[config.mk]
export PLATFORM = sky130hd
export DESIGN_NAME = greedy_word_wrap_unit
export DESIGN_NICKNAME = d
export VERILOG_FILES = /design/src/design/gww_pkg.sv /design/src/design/gww_ram.sv /design/src/design/gww_ctrl.sv /design/src/design/gww_dp.sv /design/src/design/greedy_word_wrap_unit.sv
export VERILOG_INCLUDE_DIRS = /design/src /design/src/design
export SDC_FILE = /design/constraint.sdc
export NUM_CORES = 1
export LEC_CHECK = 0
export BUFFER_PORTS_ARGS = -buffer_cell sky130_fd_sc_hd__clkbuf_2
export CAP_MARGIN = 20
export CORE_UTILIZATION = 30
export DETAILED_ROUTE_END_ITERATION = 16
export PLACE_DENSITY = 0.51
export SLEW_MARGIN = 20
export SYNTH_ARGS = -nofsm -noshare
export SYNTH_HDL_FRONTEND = slang
export SYNTH_SLANG_ARGS = --single-unit
export TNS_END_PERCENT = 1
[constraint.sdc]
create_clock -name clk -period 12.4 [get_ports clk]
set_input_delay 1.86 -clock clk [delete_from_list [all_inputs] [get_ports clk]]
set_output_delay 1.86 -clock clk [all_outputs]
set_load 0.02 [all_outputs]
[src/design/greedy_word_wrap_unit_assert.svh]
// assertion macros used by the word wrap datapath rtl
`ifndef GREEDY_WORD_WRAP_UNIT_ASSERT_SVH
`define GREEDY_WORD_WRAP_UNIT_ASSERT_SVH

// same-cycle implication, checked outside reset
`define GWW_CHECK(lbl, ante, cons, msg) \
  lbl: assert property (@(posedge clk) disable iff (!rst_n) (ante) |-> (cons)) else $error(msg);

// next-cycle implication, checked outside reset
`define GWW_CHECK_NEXT(lbl, ante, cons, msg) \
  lbl: assert property (@(posedge clk) disable iff (!rst_n) (ante) |=> (cons)) else $error(msg);

`endif

[src/design/gww_pkg.sv]
// types, codes and helpers for the greedy word wrap unit
`default_nettype none

package gww_pkg;

  localparam int SUM_W  = 13;
  localparam int COST_W = 9;
  localparam int CHAR_W = 8;
  localparam int LW_W   = 12;
  localparam int SPC_W  = 4;

  localparam logic [CHAR_W-1:0] CODE_END = 8'd0;
  localparam logic [CHAR_W-1:0] CODE_NL  = 8'd10;
  localparam logic [CHAR_W-1:0] CODE_SP  = 8'd32;

  localparam logic REG_LINE_WIDTH   = 1'b0;
  localparam logic REG_CHAR_SPACING = 1'b1;

  localparam logic [LW_W-1:0]  LINE_WIDTH_RST   = 12'd640;
  localparam logic [SPC_W-1:0] CHAR_SPACING_RST = 4'd1;

  typedef enum logic [1:0] {
    ST_IDLE,
    ST_SLOT,
    ST_DEMIT
  } gww_state_t;

  // controller to datapath
  typedef struct packed {
    logic accept;
    logic load_pre;
    logic rd_issue;
    logic load_dump;
    logic load_fin;
  } gww_cmd_t;

  // datapath to controller
  typedef struct packed {
    logic pre_pend;
    logic dump_left;
    logic fin_pend;
    logic out_free;
  } gww_sts_t;

  function automatic logic [SUM_W-1:0] sat_add(input logic [SUM_W-1:0] a,
                                               input logic [COST_W-1:0] b);
    logic [SUM_W:0] s;
    s = {1'b0, a} + {{(SUM_W+1-COST_W){1'b0}}, b};
    return s[SUM_W] ? {SUM_W{1'b1}} : s[SUM_W-1:0];
  endfunction

endpackage

`default_nettype wire

[src/design/gww_ram.sv]
// generic single-port-write ram with registered read
`default_nettype none

module gww_ram #(
  parameter int WIDTH = 8,
  parameter int DEPTH = 32
) (
  input  wire logic                     clk,
  input  wire logic                     wr_en,
  input  wire logic [$clog2(DEPTH)-1:0] wr_addr,
  input  wire logic [WIDTH-1:0]         wr_data,
  input  wire logic                     rd_en,
  input  wire logic [$clog2(DEPTH)-1:0] rd_addr,
  output logic      [WIDTH-1:0]         rd_data
);

  logic [WIDTH-1:0] mem [DEPTH];

  always_ff @(posedge clk) begin
    if (wr_en) begin
      mem[wr_addr] <= wr_data;
    end
    if (rd_en) begin
      rd_data <= mem[rd_addr];
    end
  end

endmodule

`default_nettype wire

[src/design/gww_ctrl.sv]
// controller: sequences accept, prefix, held word release and final char
`default_nettype none

module gww_ctrl import gww_pkg::*; (
  input  wire logic     clk,
  input  wire logic     rst_n,
  input  wire logic     in_tvalid,
  output logic          in_tready,
  input  wire gww_sts_t sts,
  output gww_cmd_t      cmd
);

  gww_state_t state_r, state_nxt;

  always_ff @(posedge clk) begin
    if (!rst_n) begin
      state_r <= ST_IDLE;
    end else begin
      state_r <= state_nxt;
    end
  end

  always_comb begin
    state_nxt = state_r;
    case (state_r)
      ST_IDLE: begin
        if (in_tvalid) state_nxt = ST_SLOT;
      end
      ST_SLOT: begin
        if (sts.pre_pend) begin
          state_nxt = ST_SLOT;
        end else if (sts.dump_left) begin
          state_nxt = ST_DEMIT;
        end else if (sts.fin_pend) begin
          if (sts.out_free) state_nxt = ST_IDLE;
        end else begin
          state_nxt = ST_IDLE;
        end
      end
      ST_DEMIT: begin
        if (sts.out_free) state_nxt = ST_SLOT;
      end
      default: state_nxt = ST_IDLE;
    endcase
  end

  always_comb begin
    in_tready = 1'b0;
    cmd       = '0;
    case (state_r)
      ST_IDLE: begin
        in_tready  = 1'b1;
        cmd.accept = in_tvalid;
      end
      ST_SLOT: begin
        cmd.load_pre = sts.pre_pend && sts.out_free;
        cmd.rd_issue = !sts.pre_pend && sts.dump_left;
        cmd.load_fin = !sts.pre_pend && !sts.dump_left && sts.fin_pend && sts.out_free;
      end
      ST_DEMIT: begin
        cmd.load_dump = sts.out_free;
      end
      default: begin
        in_tready = 1'b0;
      end
    endcase
  end

endmodule

`default_nettype wire

[src/design/gww_dp.sv]
// datapath: line sums, hold store, break decision and output register
`default_nettype none

`include "greedy_word_wrap_unit_assert.svh"

module gww_dp import gww_pkg::*; #(
  parameter int HOLD_DEPTH = 32
) (
  input  wire logic               clk,
  input  wire logic               rst_n,
  input  wire logic               cfg_wr_en,
  input  wire logic               cfg_addr,
  input  wire logic [LW_W-1:0]    cfg_wr_data,
  input  wire logic [15:0]        in_tdata,
  output logic                    out_tvalid,
  input  wire logic               out_tready,
  output logic      [CHAR_W-1:0]  out_tdata,
  output logic                    out_tlast,
  input  wire gww_cmd_t           cmd,
  output gww_sts_t                sts
);

  localparam int AW = $clog2(HOLD_DEPTH);
  localparam int CW = $clog2(HOLD_DEPTH + 1);

  // configuration
  logic [LW_W-1:0]  line_width_r;
  logic [SPC_W-1:0] char_spacing_r;

  always_ff @(posedge clk) begin
    if (!rst_n) begin
      line_width_r   <= LINE_WIDTH_RST;
      char_spacing_r <= CHAR_SPACING_RST;
    end else if (cfg_wr_en) begin
      case (cfg_addr)
        REG_LINE_WIDTH:   line_width_r   <= cfg_wr_data;
        REG_CHAR_SPACING: char_spacing_r <= cfg_wr_data[SPC_W-1:0];
        default:          line_width_r   <= line_width_r;
      endcase
    end
  end

  // line state
  logic [SUM_W-1:0]  line_sum_r, line_sum_nxt;
  logic              has_brk_r, has_brk_nxt;
  logic              sp_pend_r, sp_pend_nxt;
  logic [CW-1:0]     held_cnt_r, held_cnt_nxt;
  logic [SUM_W-1:0]  held_sum_r, held_sum_nxt;

  // emission plan
  logic              pre_pend_r;
  logic [CHAR_W-1:0] pre_char_r;
  logic              fin_pend_r;
  logic [CHAR_W-1:0] fin_char_r;
  logic [CW-1:0]     dump_cnt_r;
  logic [CW-1:0]     idx_r;

  // output register
  logic              out_valid_r;
  logic [CHAR_W-1:0] out_data_r;
  logic              out_last_r;

  // decision on the incoming beat
  logic [CHAR_W-1:0] code;
  logic [COST_W-1:0] cost;
  logic              is_end, is_nl, is_sp, is_ord;
  logic              brk1, brk2, sp_a, dump, hold, pre_en, fin_en;
  logic [SUM_W-1:0]  ls_a, ls_b;
  logic [CHAR_W-1:0] pre_char;

  always_comb begin
    code   = in_tdata[7:0];
    cost   = {1'b0, in_tdata[15:8]} + {{(COST_W-SPC_W){1'b0}}, char_spacing_r};
    is_end = (code == CODE_END);
    is_nl  = (code == CODE_NL);
    is_sp  = (code == CODE_SP);
    is_ord = !is_end && !is_nl && !is_sp;

    // overlong line with a break point: held space turns into a newline
    brk1 = has_brk_r && (line_sum_r > {1'b0, line_width_r});
    sp_a = brk1 ? 1'b0 : sp_pend_r;
    ls_a = brk1 ? held_sum_r : line_sum_r;
    // hold store full forces an early break
    brk2 = is_ord && sp_a && (held_cnt_r >= CW'(HOLD_DEPTH));
    ls_b = brk2 ? held_sum_r : ls_a;
    dump = brk1 || !is_ord || brk2;
    hold = is_ord && sp_a && !brk2;

    pre_en   = brk1 ? sp_pend_r : (is_ord ? brk2 : sp_pend_r);
    pre_char = (brk1 || brk2) ? CODE_NL : CODE_SP;
    fin_en   = !is_sp && !hold;

    line_sum_nxt = (is_end || is_nl) ? '0 : sat_add(ls_b, cost);
    if (is_sp) begin
      has_brk_nxt = 1'b1;
    end else if (is_end || is_nl || brk1 || brk2) begin
      has_brk_nxt = 1'b0;
    end else begin
      has_brk_nxt = has_brk_r;
    end
    sp_pend_nxt  = is_sp || hold;
    held_cnt_nxt = dump ? '0 : (hold ? held_cnt_r + CW'(1) : held_cnt_r);
    held_sum_nxt = dump ? '0 : (hold ? sat_add(held_sum_r, cost) : held_sum_r);
  end

  // hold store
  logic [CHAR_W-1:0] rd_data;

  gww_ram #(
    .WIDTH (CHAR_W),
    .DEPTH (HOLD_DEPTH)
  ) u_hold (
    .clk     (clk),
    .wr_en   (cmd.accept && hold),
    .wr_addr (held_cnt_r[AW-1:0]),
    .wr_data (code),
    .rd_en   (cmd.rd_issue),
    .rd_addr (idx_r[AW-1:0]),
    .rd_data (rd_data)
  );

  logic [CW-1:0] idx_inc;
  logic          dump_left;
  logic          out_free;
  logic [2:0]    out_loads;
  logic          out_load;

  assign idx_inc   = idx_r + CW'(1);
  assign dump_left = idx_r < dump_cnt_r;
  assign out_free  = !out_valid_r || out_tready;
  assign out_loads = {cmd.load_pre, cmd.load_dump, cmd.load_fin};
  assign out_load  = |out_loads;

  always_ff @(posedge clk) begin
    if (!rst_n) begin
      line_sum_r <= '0;
      has_brk_r  <= 1'b0;
      sp_pend_r  <= 1'b0;
      held_cnt_r <= '0;
      held_sum_r <= '0;
      pre_pend_r <= 1'b0;
      fin_pend_r <= 1'b0;
      dump_cnt_r <= '0;
      idx_r      <= '0;
    end else begin
      if (cmd.accept) begin
        line_sum_r <= line_sum_nxt;
        has_brk_r  <= has_brk_nxt;
        sp_pend_r  <= sp_pend_nxt;
        held_cnt_r <= held_cnt_nxt;
        held_sum_r <= held_sum_nxt;
        pre_pend_r <= pre_en;
        fin_pend_r <= fin_en;
        dump_cnt_r <= dump ? held_cnt_r : '0;
        idx_r      <= '0;
      end
      if (cmd.load_pre)  pre_pend_r <= 1'b0;
      if (cmd.load_fin)  fin_pend_r <= 1'b0;
      if (cmd.load_dump) idx_r      <= idx_inc;
    end
  end

  always_ff @(posedge clk) begin
    if (cmd.accept) begin
      pre_char_r <= pre_char;
      fin_char_r <= code;
    end
  end

  always_ff @(posedge clk) begin
    if (!rst_n) begin
      out_valid_r <= 1'b0;
    end else if (out_load) begin
      out_valid_r <= 1'b1;
    end else if (out_tready) begin
      out_valid_r <= 1'b0;
    end
  end

  always_ff @(posedge clk) begin
    if (cmd.load_pre) begin
      out_data_r <= pre_char_r;
      out_last_r <= !dump_left && !fin_pend_r;
    end else if (cmd.load_dump) begin
      out_data_r <= rd_data;
      out_last_r <= (idx_inc == dump_cnt_r) && !fin_pend_r;
    end else if (cmd.load_fin) begin
      out_data_r <= fin_char_r;
      out_last_r <= 1'b1;
    end
  end

  assign out_tvalid = out_valid_r;
  assign out_tdata  = out_data_r;
  assign out_tlast  = out_last_r;

  assign sts.pre_pend  = pre_pend_r;
  assign sts.dump_left = dump_left;
  assign sts.fin_pend  = fin_pend_r;
  assign sts.out_free  = out_free;

  `GWW_CHECK(a_held_bound, 1'b1, held_cnt_r <= CW'(HOLD_DEPTH), "held count beyond store depth")
  `GWW_CHECK(a_idx_bound, 1'b1, idx_r <= dump_cnt_r, "release index past held word")
  `GWW_CHECK(a_brk_needs_space, has_brk_r, sp_pend_r, "break point without held space")
  `GWW_CHECK(a_load_free, out_load, out_free, "load into busy output register")
  `GWW_CHECK(a_load_single, 1'b1, $onehot0(out_loads), "two output loads at once")
  `GWW_CHECK_NEXT(a_accept_rewinds, cmd.accept, idx_r == '0, "release index not rewound")

endmodule

`default_nettype wire

[src/design/greedy_word_wrap_unit.sv]
// top level of the greedy word wrap unit
//
//   group  dir  handshake          payload
//   in_    in   tvalid/tready      tdata[7:0] char_code, tdata[15:8] char_width
//   out_   out  tvalid/tready      tdata[7:0] out_char, tlast last_of_run
//   cfg_   in   wr_en              addr 0 line_width, 1 char_spacing
//
// a char that goes straight out is accepted, then loaded into the output register
// a leading newline or space adds one output load; each held char released
// takes one hold store read and one output load
// reset is synchronous; the hold store is not cleared, only its count
// a low out_tready stalls the sequencer at the output register; the next char
// is taken while the final result of the previous one still waits
`default_nettype none

module greedy_word_wrap_unit import gww_pkg::*; #(
  parameter int HOLD_DEPTH = 32
) (
  input  wire logic              clk,
  input  wire logic              rst_n,
  input  wire logic              cfg_wr_en,
  input  wire logic              cfg_addr,
  input  wire logic [LW_W-1:0]   cfg_wr_data,
  input  wire logic              in_tvalid,
  output logic                   in_tready,
  input  wire logic [15:0]       in_tdata,   // [7:0] char_code, [15:8] char_width
  output logic                   out_tvalid,
  input  wire logic              out_tready,
  output logic      [CHAR_W-1:0] out_tdata,  // [7:0] out_char
  output logic                   out_tlast
);

  gww_cmd_t cmd;
  gww_sts_t sts;

  gww_ctrl u_ctrl (
    .clk       (clk),
    .rst_n     (rst_n),
    .in_tvalid (in_tvalid),
    .in_tready (in_tready),
    .sts       (sts),
    .cmd       (cmd)
  );

  gww_dp #(
    .HOLD_DEPTH (HOLD_DEPTH)
  ) u_dp (
    .clk         (clk),
    .rst_n       (rst_n),
    .cfg_wr_en   (cfg_wr_en),
    .cfg_addr    (cfg_addr),
    .cfg_wr_data (cfg_wr_data),
    .in_tdata    (in_tdata),
    .out_tvalid  (out_tvalid),
    .out_tready  (out_tready),
    .out_tdata   (out_tdata),
    .out_tlast   (out_tlast),
    .cmd         (cmd),
    .sts         (sts)
  );

endmodule

`default_nettype wire
; Word level (Yosys, flattened, before mapping)
; Memory sizes are Yosys's and may differ from the RTL's. A register that Yosys moved wholly into a read port is not among the register bits.
; Cells that the tools add are included.
[totals]
mem_count = 1
wordCells = 124
regBits = 92
mem_bits_rw = 256
output_inout_bits = 11
[mem_list]
columns = memory, words, word_bits, rd, rd_ports_with_merged_regs, wr, line_no
row1 = u_dp.u_hold.mem, 32, 8, 1, 1, 1, gww_ram.sv:17  ; logic [WIDTH-1:0] mem [DEPTH];
[classes]
n_reduce_logical = 48
magnitude_cmp = 3
mux = 40
addsub = 5
n_bitwise = 2
n_eq_ne = 8
[op_table]
columns = op, n
row1 = 13-bit two-way mux, 7
row2 = 6-bit two-way mux, 6
row3 = 13-bit by 9-bit adder with 14-bit output, 2
row4 = 8-bit two-way mux, 3
row5 = 1-bit two-way mux, 16
row6 = 1-bit logical AND, 15
row7 = 2-bit two-way mux, 7
row8 = 13-bit by 12-bit > comparator with 1-bit output, 1
row9 = "6-bit by 1-bit adder with 6-bit output, second input constant", 2
row10 = 1-bit logical NOT, 10
row11 = 8-bit by 4-bit adder with 9-bit output, 1
row12 = "8-bit by 4-bit equality test with 1-bit output, second input constant", 1
row13 = "8-bit by 6-bit equality test with 1-bit output, second input constant", 1
row14 = 8-bit logical NOT, 1
row15 = 1-bit logical OR, 8
row16 = 2-bit AND reduction, 4
row17 = 2-bit nonzero test, 4
row18 = 6-bit equality test, 1
row19 = "6-bit >= comparator, second input constant", 1
row20 = 6-bit less-than comparator, 1
row21 = 2-bit case mux with 3 select lines, 1
row22 = "5-bit by 4-bit != test with 1-bit output, second input constant", 1
row23 = 2-bit OR reduction, 2
row24 = 3-bit AND reduction, 1
row25 = 8 further kinds, 9

; Depth between registers and ports, before layout
; Gate-level depths: netlist of the first run.
[logic_depth]
ltp_word = 11
depth_mapped = 22
ltp_nobuf = 20

; Modules after synthesis
; A second synthesis of the first run with hierarchy kept.
[unflattened]
cells_unflattened = 1031
hier_area_um2 = 15581.2
[modules_own_cells]
columns = mod, cells_each, seq_area_each_um2, area_each_um2, n_inst
row1 = gww_ram, 417, 7927.6, 10133.5, 1
row2 = gww_dp, 597, 1871.8, 5288.8, 1
row3 = gww_ctrl, 17, 40.0, 158.9, 1

; Least setup slack after synthesis of the first run
; OpenSTA, ideal clock, no wires.
[synth_timing]
kind = in2reg
startpoint = input port in_tdata[2]
endpoint = register u_dp.line_sum_r[10]
t_required_ps = 12275
stages = 19
path_slack_ps = 7239
n_path_buf = 2
t_arrival_ps = 5036
cell_sequence = or4_1 > nor2_2 > o21ai_2 > nand3_2 > nand2_4 > buf_6 > clkbuf_1 > o21ai_0 > ha_1 > inv_1 > fa_1 > nor2b_1 > o31ai_1 > a211oi_1 > or2_1 > nand2_1 > xnor2_1 > a211oi_1 > o21ai_1
[synth_between]
elab_chain_cells = 10
word_cells_on_any_way = 15
classes_between = add/sub: 1 / eq/ne: 2 / mux: 3 / reduce/logical: 9
[synth_lines]
columns = element, line_no
row1 = from (decl), greedy_word_wrap_unit.sv:26  ; input wire logic [15:0] in_tdata,
row2 = 8-bit by 4-bit equality test with 1-bit output / 8-bit logical NOT (equally long branches), "gww_dp.sv:75, gww_dp.sv:74"
row3 = 1-bit logical NOT, gww_dp.sv:77  ; is_ord = !is_end && !is_nl && !is_sp;
row4 = 1-bit logical AND (2 in series), gww_dp.sv:77
row5 = 1-bit logical AND (2 in series), gww_dp.sv:84  ; brk2 = is_ord && sp_a && (held_cnt_r >= CW'(HOLD_DEPTH));
row6 = 13-bit two-way mux, gww_dp.sv:85  ; ls_b = brk2 ? held_sum_r : ls_a;
row7 = 13-bit by 9-bit adder with 14-bit output, gww_pkg.sv:48  ; s = {1'b0, a} + {{(SUM_W+1-COST_W){1'b0}}, b};
row8 = 13-bit two-way mux, gww_pkg.sv:49  ; return s[SUM_W] ? {SUM_W{1'b1}} : s[SUM_W-1:0];
row9 = 13-bit two-way mux (*), gww_dp.sv:93  ; line_sum_nxt = (is_end || is_nl) ? '0 : sat_add(ls_b, cost);
row10 = to (signal assigned), gww_dp.sv:147  ; line_sum_r <= line_sum_nxt;
row11 = to (decl), gww_dp.sv:44  ; logic [SUM_W-1:0] line_sum_r, line_sum_nxt;
; Mark *: on every way between the ends. The rest lies on a longest branch, timed or not.
; A chain may end at the register's enable or synchronous reset.

; Worst setup path after layout of the first run
; Same ends and word-level chain as after synthesis.

==> results of run 1 <==
## per-stage QoR
| stage | power (mW) | area [um2] | util | std cells | hold WS, ns |
|---|---|---|---|---|---|
| floorplan | 1.40 | 15500 | - | 1050 | 0.425 |
| global placement | 1.44 | 16400 | 0.325 | 1731 | 0.444 |
| detailed placement | 1.45 | 16400 | 0.325 | 1733 | 0.457 |
| CTS | 2.67 | 17800 | 0.352 | 1806 | 0.465 |
| global route | 2.73 | 17900 | 0.353 | 1809 | 0.480 |
| finish | 2.64 | 17900 | 0.353 | 1809 | 0.461 |
## sequential cells by signal, indices dropped and copies added (netlist names), 2 cells and up
signal / flops
u_dp.u_hold.mem: 256
u_dp.held_sum_r: 13
u_dp.line_sum_r: 13
u_dp.line_width_r: 12
u_dp.fin_char_r: 8
u_dp.out_tdata: 8
u_dp.u_hold.rd_data: 8
u_dp.dump_cnt_r: 6
u_dp.held_cnt_r: 6
u_dp.idx_r: 6
u_dp.char_spacing_r: 4
u_ctrl.state_r: 2
u_dp.pre_char_r: 2
## synthesized netlist by cell type, drive strengths merged, types with 4 or more instances
master and instances:
a21oi 41, nand2 115, nor4 6, o21ai 38
dfxtp 67, clkbuf 24, and2 6, inv 33
o21a 9, nand3b 4, and3 5, a21o 13
xnor2 21, xor2 9, buf 21, a21boi 21
o31ai 5, a22oi 8, ha 45, mux4 80
nor2 71, nor2b 17, nand3 19, mux2i 5
edfxtp 283, nand2b 8, a31oi 10, nor3 7
nand4 7, mux2 10
## power breakdown
group / internal [mW] / leakage [nW] / switching [mW]
Sequential: 1.28 / 3.09 / 0.0124
Combinational: 0.0504 / 2.10 / 0.0804
Clock: 0.732 / 0.649 / 0.487
Total: 2.06 / 5.83 / 0.580
## worst reg2reg max path: stages (launching register included)
cell       delay (ns)
dfxtp_1          0.44
ha_1             0.28
a21o_1           0.16
a211o_1          0.32
o31ai_4          0.43
nand2_4          0.28
mux2i_1          0.32
inv_1            0.08
ha_1             0.27
a21oi_1          0.19
a2bb2oi_1        0.29
nand2_1          0.14
a41oi_1          0.62
a211o_1          0.23
nand2_2          0.14
a211oi_1         0.23
o21ai_1          0.10
## layout make-up
| class | instances | area [um2] |
|---|---|---|
| well taps | 672 | 841 |
| repair buffers | 59 | 348 |
| inverters | 34 | 128 |
| clock inverters | 22 | 313 |
| clock buffers | 51 | 1050 |
| multi-input cells | 621 | 5340 |
| fillers | 4774 | 32700 |
| flip-flops and latches | 350 | 9840 |
## worst max path at each step
stage                     cells after the start  slack (ns)                   to   startpoint
after CTS                                    17        6.64  u_dp.line_sum_r[10]  in_tdata[2]
after global placement                       17        6.15  u_dp.line_sum_r[10]  in_tdata[2]
final                                        17        6.62  u_dp.line_sum_r[10]  in_tdata[2]
after floorplan                              19        7.24  u_dp.line_sum_r[10]  in_tdata[2]
after global routing                         17        6.22  u_dp.line_sum_r[10]  in_tdata[4]
after detailed placement                     17        6.02  u_dp.line_sum_r[10]  in_tdata[2]
## metal layers
| layer | GRT usage | vias up |
|---|---|---|
| met3 | 0.0281 | 52 |
| met5 | 0 | - |
| met4 | 0.0369 | 2 |
| li1 | - | 4131 |
| met1 | 0.210 | 4522 |
| met2 | 0.213 | 190 |
## logic make-up (layout without fill, tap and decap cells)
logic type,Yosys count,after routing,share of synthesized area
adders and majority gates,48,48,0.0402
xor gates and xnor gates,30,30,0.0170
AOI/OAI and AO/OA,170,170,0.0739
buffers and inverters,79,166,0.0227
and+or+nand+nor,278,278,0.0844
muxes,95,95,0.127
DFF,350,350,0.635
==> reports/results.txt, run 1 <==
After detailed routing, the number of remaining DRC violations is 0. The cell count after synthesis came out at 1050. The fraction of final layout cells with drive strength greater than 1 came out at 0.208. The setup-violating endpoint count in the final report was 0; the number of buffers inserted for hold repair after clock tree synthesis was 0. In this design, the stage delay of the slowest critical-path cell is 0.70 ns. The origin of the critical flop-to-flop path was u_dp.line_sum_r[10]. The repair_antennas step left the layout with diodes totalling 0. During placement, the flow inserted port buffers numbering 44.

The worst setup path is launched from an input port. The destination of the worst register-to-register timing path was u_dp.line_sum_r[10]. Across the run, the number of max-cap violations was 0.

The number of search-and-repair iterations in the first detailed-routing pass was 6. The worst voltage drop across the vdd grid was 74.4 uV. The final max-slew violation count was 0.

Grouping stages by cell kind, the critical path spends the most delay in compound AO/OA/AOI/OAI gates. In this run the core area contains 82 standard-cell rows. The unique cell type count in the Yosys netlist was 76.

STA classifies the critical path endpoint as a flop. The pin slew with the least headroom to its limit is 1.12 ns. Most area-hungry cell type in the Yosys netlist: edfxtp_1. For this design, the slowest cell found on the critical path is or4_1. The first global-routing pass estimated 56.5 mm of wire. The worst hold path begins at u_dp.line_width_r[8]. The logs give 1188 for the number of nets in the layout and 7.76 ns for the flop-to-flop setup slack.

Maximum frequency from static timing analysis: 173 MHz. Number of hold violations in the final report: 0. The clock latency reported for the late side of the worst-skew pair is 0.58 ns. During synthesis, Yosys emitted a total of 0 warnings.

Summed over all failing endpoints, the final setup total negative slack is 0 ns. The clock slew at the register clock pins of the worst setup and hold paths is 0.06 ns, and the pin count of the biggest net entering global routing is 64. TritonCTS built the clock tree. The average instance area after synthesis came out at 14.8 um2. The share of the yosys chip area belonging to registers came out at 0.635.

The die footprint is 52600 um2, and the number of buffers added for setup after CTS is 0. Leaving out fill and tap cells, the most frequent cell in the layout is edfxtp_1. Setup repair after global routing left no endpoint under its margin. The library cells used most frequently in the layout, excluding fill and tap cells, are edfxtp_1 (283), nand2_1 (109), mux4_2 (80). Routed signal wires occupy layers up through met5. The headroom to the max-slew limit is 0.251, and the number of buffers added by the clock tree synthesis step is 40. The signed area change from the synthesized netlist to the final layout was 15.2%; the maximum fanout along the worst path was 34. The tools report the initial cell density of the core as 0.306. For the total clock sinks, the log shows 350. The power per cell area works out to 148 nW/um2.

The tools report the number of nets produced by synthesis as 1132. The post-detailed-placement half-perimeter wirelength is 23.1 mm. The flow ran to the end, and the final reports show no timing, DRC or antenna violations. The type of the setup path with the least slack was input port to flop.

The maximum buffer depth of the clock tree was 3. The routed design uses 16.4 mm of met2 wire. The critical path contains buffers and inverters numbering 2 combined.

The worst hold path was traced through 2 stages. The total routing usage reported by global routing came out at 0.142. The initial antenna violation count came out at 2. After the first detailed-routing iteration, the DRC count stood at 724.

The run gives 8963 as the number of global-route vias before repair. After layout, the minimum clock period comes to 5.78 ns. By area the synthesized netlist is led by edfxtp_1 (55%), mux4_2 (12%), dfxtp_1 (8.7%).

The total vias in the final route is 8897, and the required time at the worst-slack endpoint is 12.84 ns. Data arrives at the worst endpoint at 6.22 ns. The dominant register cell in the synthesized netlist was edfxtp_1.

45 I/O pins were placed. The setup slack after placement came out at 6.02 ns. In this run the number of H-tree levels came out at 2. The detailed router put a total of 17.9 mm of wire on met1.

The path class of the tightest hold or removal check is flop to flop. The die is 229 um tall. On the final layout, the worst clock skew is 0.0349 ns. The number of cells on the worst reg-to-reg path is 16. The analysis attributes to cell leakage a power of 5.83 nW. The async set-or-reset flop fraction in the synthesized netlist was 0. Using the TritonRoute via totals, the vias-per-cell ratio works out to 4.92.

The ratio of final minimum period to clock period was 0.466; the core box area was 50600 um2. The routed design uses 1.61 mm of met3 wire. The area of the mapped netlist is 15500 um2.

Counting flops with a built-in enable in the synthesized netlist gives 283. The overall overflow remaining after global route is 0. The destination of the worst hold path is u_dp.line_width_r[8].

The share of Yosys cell area claimed by the top area cell type is 0.548. Clock tree synthesis selected as its root buffer the cell clkbuf_16. The floorplan step set the die width to 229 um.

The number of gates resized after CTS was 0. The logs give 0 for the remaining antenna violation count after routing and 36.7 mm for the sum of routed wire length over all layers. The average routed wire per standard cell came out at 20.3 um. The tools report the final worst-path setup slack as 6.62 ns.

The synthesized design contains 350 register bits. At the end of routability-driven placement, the weighted congestion stood at 0.782. The critical path goes through clkbuf_2, or4_1, nor2_2, o21ai_2, nand3_2, nand2_4, mux2i_1, inv_1, ha_1, a21oi_1, a2bb2oi_1, nand2_1, a41oi_1, a211o_1, nand2_2, a211oi_1, o21ai_1.
Note: power is estimated with default switching activity, not from simulation.
==> run 2: changes to the inputs <==
--- a/config.mk
+++ b/config.mk
@@ -6,11 +6,12 @@
 export SDC_FILE = /design/constraint.sdc
 export NUM_CORES = 1
 export LEC_CHECK = 0
+export ABC_AREA = 1
 export BUFFER_PORTS_ARGS = -buffer_cell sky130_fd_sc_hd__clkbuf_2
 export CAP_MARGIN = 20
 export CORE_UTILIZATION = 30
 export DETAILED_ROUTE_END_ITERATION = 16
-export PLACE_DENSITY = 0.51
+export PLACE_DENSITY = 0.53
 export SLEW_MARGIN = 20
 export SYNTH_ARGS = -nofsm -noshare
 export SYNTH_HDL_FRONTEND = slang
==> constraint.sdc (replaced) <==
create_clock -name clk -period 5.2 [get_ports clk]
set_input_delay 0.78 -clock clk [delete_from_list [all_inputs] [get_ports clk]]
set_output_delay 0.78 -clock clk [all_outputs]
set_load 0.02 [all_outputs]
==> reports/results.txt, run 2 <==
The total routing usage reported by global routing was 0.157; the total vias in the final route was 10900. The most frequent cell after synthesis was edfxtp_1. The run gives 4.32 ns as the data arrival time of the worst path.

For the relative contribution of sequential cells to total power, the log shows 0.505. Yosys mapped a number of flops with a built-in enable equal to 283. Excluding fillers, the count of instances in the completed layout stands at 2201.

At the end of routability-driven placement, the weighted congestion stood at 0.813. The worst register-to-register path has a setup slack of 1.35 ns. Clock latency on the worst-skew pair, taken at its later pin, is 0.55 ns. Clock-pin slew was measured on the worst setup and hold paths at 0.05 ns.

Synthesis produced 1463 cells. The die is 229 um wide. The logs give 0 ns for the final-layout setup total negative slack and 26.4 mm for the post-detailed-placement half-perimeter wirelength. Dividing the detail-routed wire length by the instance count gives 18.6 um.

The tools report the number of buffers added by the clock tree synthesis step as 39. On the critical path the largest part of the delay comes from simple AND/OR/NAND/NOR gates. The post-detailed-route via-to-cell ratio came out at 4.93.

The initial antenna violation count is 1, and the maximum clock skew at final layout is 0.0213 ns. For the setup-violating endpoint count in the final report, the log shows 0. The total number of yosys warnings came out at 0. The number of fillers in the final layout was 5039. The pin slew with the least headroom to its limit works out to 1.01 ns. STA classifies the critical path endpoint as a flop.

The total clock sinks was 350. The largest registers in the layout are u_dp.u_hold.mem: 256 flops, u_dp.held_sum_r: 13 flops, u_dp.line_sum_r: 13 flops. The area of the mapped netlist was 15500 um2; the antenna diode instance count was 0. The cell with the largest stage delay on the worst path was dfxtp_1.

Counting buffers and inverters, the worst setup path is 25 cells deep. The biggest area contributor in the post-synthesis netlist is edfxtp_1. The switching power share of the total is 0.222, and the overall overflow remaining after global route is 0. The final standard cell area without fillers was 17800 um2; the number of buffers added for setup after CTS was 0. The tools report the portion of total power attributed to combinational logic as 0.056. By area, the combinational part of the netlist is dominated by compound AO/OA/AOI/OAI gates. Dominant register cell in the synthesized netlist: edfxtp_1.

At the end of the flow, the number of nets in the layout was 1585. The flop and latch count out of synthesis was 350. In this run the remaining antenna-violating nets after routing total 0. The arithmetic-cell share of the synthesized area counting full adders, half adders and majority gates works out to 0.0401. Ranked by flip-flop count, first place goes to u_dp.u_hold.mem. For the number of maximum-capacitance violations, the log shows 0. Power per cell area: 342 nW/um2.

Maximum fanout along the worst path: 17. The multi-input combinational cells in the finished layout cover a total of 5050 um2. By area the synthesized netlist is led by edfxtp_1 (55%), dfxtp_1 (8.6%), o21ai_0 (5.5%). For the worst flop-to-flop path, the logic depth is 25. For the number of search-and-repair iterations in the first detailed-routing pass, the log shows 5. The required time at the worst-slack endpoint was 5.67 ns; the clock share of power was 0.439. Flip-flop count of the largest register, all copies and words added: 256.

The flow ran to the end, and the final reports show no timing, DRC or antenna violations. From synthesis to final layout, the design area changed by 14.3%. Hold is met by 0.459 ns.

In this run the number of H-tree levels came out at 2. In the routed design, unresolved DRC markers number 0. Share of Yosys cell area claimed by the top area cell type: 0.547. The critical path starts at u_dp.line_sum_r[10].

Async set-or-reset flop fraction in the synthesized netlist: 0. Timing would allow up to 260 MHz. The total area inside the core boundary comes to 50600 um2.

The run gives 0 as the final max-slew violation count. The complex-gate fraction of the synthesized area is 0.141, and the number of gates resized after CTS is 0. Setup repair after global routing left no endpoint under its margin. STA classifies the critical path startpoint as a flop. The maximum buffer depth of the clock tree is 3. The fraction of final layout cells with drive strength greater than 1 is 0.0974. TritonCTS built the clock tree. Entering global routing, the biggest net connects 88 pins. The delay of the slowest cell on the worst path came out at 0.35 ns.

The library cell used most frequently in the layout, excluding fill and tap cells, is edfxtp_1. The unique cell type count in the Yosys netlist came out at 46. The origin of the critical flop-to-flop path is u_dp.line_sum_r[10]. In the layout the commonest cells are edfxtp_1 (283), nor2_1 (223), nand2_1 (206).

The port buffer count is 44. Counting both buffers and inverters, the worst setup path holds a total of 4. For the worst voltage drop across the vdd grid, the log shows 193 uV. The initial cell density of the core is 0.307. The fraction of the mapped netlist area in simple logic gates was 0.132; the final worst-path setup slack was 1.35 ns.

After floorplanning, the core was divided into 82 placement rows. The tools report the global-route wire length before repair as 63.7 mm. The logs give 1.13 ns for the setup slack after placement and 2134 for the placed cell count. The top-level I/O count came out at 45.

The worst setup path is of the flop to flop kind. Summed over all cells, the static leakage comes to 6.30 nW. Cell repeated most along the worst path: nand2_1.

The share of the core filled with cells is 0.351. The worst register-to-register path ends at u_dp.line_sum_r[1]. The internal power of the cells totals 4.72 mW. The share of the yosys chip area belonging to registers came out at 0.634. The die footprint is 52700 um2, and the headroom to the max-slew limit is 0.323. Worst hold path class: flop to flop. The number of buffers inserted for hold repair after clock tree synthesis is 0, and the minimum period implied by the final worst setup slack is 3.85 ns. Number of global-route vias before repair: 11000. In this run, the number of DRC markers left after iteration 0 of detailed routing was 843.

Each instance of the synthesized netlist takes up on average 10.6 um2. The ratio of final minimum period to clock period was 0.741; the total power of the final layout was 6.07 mW. The last element of the critical path is u_dp.line_sum_r[1].

The placement-stage cell area is 16500 um2, and the number of hold violations in the final report is 0. In the synthesized netlist, the cells that appear most often are edfxtp_1 (283), nor2_1 (223), nand2_1 (206), o21ai_0 (171), inv_1 (92). The xor/xnor share of the synthesized area is 0.0118, and the net switching power is 1.34 mW. The run gives 9840 um2 as the area of all sequential standard cells. The number of nets handed over by synthesis was 1545. Multiplexer area fraction after synthesis: 0. The tree is rooted in a clkbuf_16. The die height was 229 um; the sum of routed wire length over all layers was 41.0 mm.
## run 2: changes by cell type in the layout (fill, tap and decap cells not counted), sizes merged, moves of 17 or more
cell,change
nand3,+27
nand2,+99
a21oi,+45
nor2b,-17
inv,+60
a21boi,-20
mux4,-80
nor2,+155
o221ai,+52
o21ai,+138
## run 2: worst min path at each step
stage                               start               endpoint  slack, ns  depth (start not counted)
finish               u_dp.line_width_r[1]   u_dp.line_width_r[1]       0.46                          2
global placement       u_dp.line_sum_r[0]     u_dp.line_sum_r[0]       0.45                          2
global route               cfg_wr_data[9]   u_dp.line_width_r[9]       0.47                          3
floorplan           u_dp.line_width_r[11]  u_dp.line_width_r[11]       0.43                          2
detailed placement   u_dp.line_width_r[1]   u_dp.line_width_r[1]       0.46                          2
CTS                        cfg_wr_data[9]   u_dp.line_width_r[9]       0.43                          3
## run 2: layer usage
metal / up-vias / track usage / routed length [um]
li1: 5286 / - / -
met1: 5281 / 0.196 / 18000
met2: 238 / 0.277 / 20300
met3: 56 / 0.0204 / 1690
met4: 0 / 0.0538 / 977
met5: - / 0 / 0
## run 2: area by class of cell
class	count	area share
multi-input combinational	946	0.284
sequential	350	0.555
clock buffer	52	0.0605
clock inverter	15	0.00804
timing repair buffer	70	0.0248
inverter	96	0.0204
tap	672	0.0474
## run 2: cell families after synthesis
kind of cell / count (synthesis)
buffers and inverters: 167
AOI/OAI and AO/OA: 370
adders and majority gates: 48
DFF: 350
xor gates and xnor gates: 21
and+or+nand+nor: 507
## run 2: power by group through the flow
stage,sequential [mW],clock [mW],combinational (mW)
3_5_place_dp,3.13,0,0.346
4_1_cts,3.07,2.72,0.347
3_3_place_gp,3.13,0,0.340
6_report,3.07,2.66,0.340
2_1_floorplan,3.12,0,0.226
5_1_grt,3.07,2.81,0.398
## run 2: worst reg2reg max path, cell delays in order, from the launching register on
cell	delay [ns]
dfxtp_1	0.35
ha_1	0.31
nand2_1	0.06
nor2_2	0.15
nand4_1	0.20
nand2_1	0.11
inv_1	0.08
nand2_4	0.10
o21ai_4	0.06
buf_4	0.19
or2_2	0.28
o21ai_0	0.15
inv_1	0.09
ha_1	0.28
nand3_1	0.07
nand2_1	0.11
a31oi_1	0.12
o21ai_0	0.28
nand2_1	0.08
nand2_1	0.10
inv_1	0.07
nor2_2	0.16
nand2_4	0.11
nand2_1	0.08
nand2_1	0.06
a21oi_1	0.12
==> run 3: changes to the inputs <==
==> constraint.sdc (replaced) <==
create_clock -name clk -period 3.2 [get_ports clk]
set_input_delay 0.48 -clock clk [delete_from_list [all_inputs] [get_ports clk]]
set_output_delay 0.48 -clock clk [all_outputs]
set_load 0.02 [all_outputs]
==> reports/results.txt, run 3 (synthesis results as in run 2) <==
The tools report the share of the core filled with cells as 0.381. The port buffer count is 44. The routed design has 42.4 mm of wire. The worst setup path is captured at a flop. The power per cell area works out to 536 nW/um2.

The clock tree synthesis step divided the H-tree into 2 levels. For the pin with the worst max-slew slack, the measured transition is 0.669 ns. The tools report the number of maximum-capacitance violations as 0.

The initial antenna violation count is 1. The largest registers in the layout are u_dp.u_hold.mem: 256 flops, u_dp.held_sum_r: 13 flops, u_dp.line_sum_r: 13 flops. The headroom to the max-slew limit was 0.553.

The number of nets in the layout was 1708. TritonCTS built the clock tree. The logs give -0.399 ns for the setup slack after placement and 7.93 mW for the cell internal power dissipation. The flow ran to the end, but the final reports show violations. The relative contribution of sequential cells to total power came out at 0.483. The longest clock path from root to sink contains 3 buffers.

Number of global-route vias before repair: 11400. The clock slew at the register clock pins of the worst setup and hold paths was 0.06 ns; the maximum frequency from static timing analysis was 311 MHz. The run gives 45 as the top-level I/O count.

The ratio of final minimum period to clock period was 1.01. For the final routed database, the setup TNS stands at -0.0176 ns. Maximum fanout along the worst path: 6.

The initial cell density of the core came out at 0.307. The clock latency reported for the late side of the worst-skew pair is 0.58 ns, and the total power of the final layout is 10.3 mW. For this block, the via count after detailed routing is 11500. In this run the static leakage power is 7.00 nW. The fraction of final layout cells with drive strength greater than 1 was 0.223; the flip-flop count of the largest register, all copies and words added was 256. The residual DRC count was 0; the final worst-path setup slack was -0.0176 ns. The tools report the type of origin of the critical path as a flop. The run gives 19300 um2 as the final standard cell area without fillers.

The run gives 0 as the final max-slew violation count. Excluding fillers, the count of instances in the completed layout stands at 2327. After detailed placement, the total cell area comes to 17300 um2. The die is 229 um tall. The total routing usage reported by global routing is 0.159. The horizontal die dimension works out to 229 um. Setup repair after global routing could not meet its margin everywhere. After floorplanning, the core was sized to cover 50600 um2. Before antenna repair, the detailed router went through 5 iterations. Setup-violating endpoint count in the final report: 1. For the worst setup path, the data required time is 3.64 ns.

Leaving out fill and tap cells, the most frequent cell in the layout is edfxtp_1. Entering global routing, the biggest net connects 130 pins. The final reports fail on negative setup slack. The die covers 52700 um2.

The tools report the maximum clock skew at final layout as 0.0367 ns. Portion of total power attributed to combinational logic: 0.088. The first global-routing pass estimated 64.6 mm of wire. Number of DRC violations after detailed-routing iteration 0: 947.

Summed over all nets, the switching power comes to 2.40 mW. Clock tree synthesis selected as its root buffer the cell clkbuf_16. The repair_antennas step left the layout with diodes totalling 0.

The number of hold violations in the final report was 0. In the layout the commonest cells are edfxtp_1 (283), nor2_1 (218), nand2_1 (184). The worst-case IR drop observed on VDD is 310 uV.

The register with the most flip-flops in the final layout is u_dp.u_hold.mem. In this run the worst hold path is classified as input port to flop. Switching power share of the total: 0.232. Across all register-to-register paths, the minimum setup slack is -0.02 ns. CTS saw 350 sinks. The tightest hold path in the finished design has a slack of 0.145 ns. Compared with the post-synthesis result, the final layout area differs by 24.2%.

The count of nets left with antenna violations once routing finished came out at 0. Data arrival time of the worst path: 3.65 ns. Counting tap cells, the placed design contains a total of 2236 instances.

The tools report the number of buffers added by the clock tree synthesis step as 40. For the final weighted congestion in routability-driven placement, the log shows 0.803. The total overflow left after global routing is 0. Dividing the detail-routed via count by the number of cells gives 4.93.

Counting I/O delays and the setup requirement, the final critical path takes 3.22 ns. The tools report the clock share of power as 0.429. The post-detailed-placement half-perimeter wirelength is 26.5 mm, and the floorplan row count is 82.

By startpoint and endpoint, the worst setup path is classified as flop to flop. The average routed wire per standard cell works out to 18.2 um.
==> run 3: worst max-delay path, stage by stage, from the launching register on <==
cell and delay [ns]:
dfxtp_2 0.33, inv_1 0.06, ha_1 0.27, inv_1 0.06
nor2_4 0.11, nand4_1 0.15, nand2_1 0.11, inv_2 0.05
nand2_4 0.08, o21ai_4 0.10, buf_4 0.17, buf_4 0.14
nand2_1 0.05, nand2_1 0.06, ha_1 0.33, nand2_1 0.13
o21a_1 0.24, o31ai_4 0.08, a21oi_2 0.10, nor2_2 0.15
buf_4 0.13, nand3_2 0.07, nand3_2 0.08, a21oi_2 0.05
==> run 3: cell type report <==
class | count | area, um2
Clock buffer | 56 | 1090
Clock inverter | 15 | 173
Sequential cell | 350 | 9860
Timing Repair Buffer | 191 | 1390
Tap cell | 672 | 841
Multi-Input combinational cell | 947 | 5560
Fill cell | 4961 | 31300
Inverter | 96 | 367
==> run 3: power by group through the flow <==
| stage | Combinational, mW | Sequential, mW | Clock (mW) |
|---|---|---|---|
| global route | 1.01 | 4.99 | 4.71 |
| detailed placement | 0.688 | 5.07 | 0 |
| finish | 0.909 | 4.99 | 4.43 |
| floorplan | 0.371 | 5.07 | 0 |
| CTS | 0.746 | 4.98 | 4.54 |
| global placement | 0.675 | 5.07 | 0 |
==> run 3: worst paths after layout <==
kind,end,from,depth (start not counted)
setup / recovery,u_dp.line_sum_r[12],u_dp.line_sum_r[0],23
hold / removal,u_dp.line_width_r[9],cfg_wr_data[9],3
setup reg to reg,u_dp.line_sum_r[12],u_dp.line_sum_r[0],23
hold reg to reg,u_dp.dump_cnt_r[2],u_dp.dump_cnt_r[2],2
==> run 3: what timing repair did <==
item | 4_1_cts | 5_1_grt
resized for setup | 39 | 83
buffers inserted | 12 | 7
pin swaps | 28 | 39
gates cloned | 1 | 0
hold buffers | 0 | 0
endpoints found under the setup margin | 16 | 27
==> run 3: layer usage <==
metal | GRT usage | wire length (um) | up-vias
li1 | - | - | 5536
met1 | 0.200 | 18100 | 5600
met2 | 0.273 | 20900 | 254
met3 | 0.0251 | 2140 | 81
met4 | 0.0608 | 1270 | 0
met5 | 0 | 0 | -
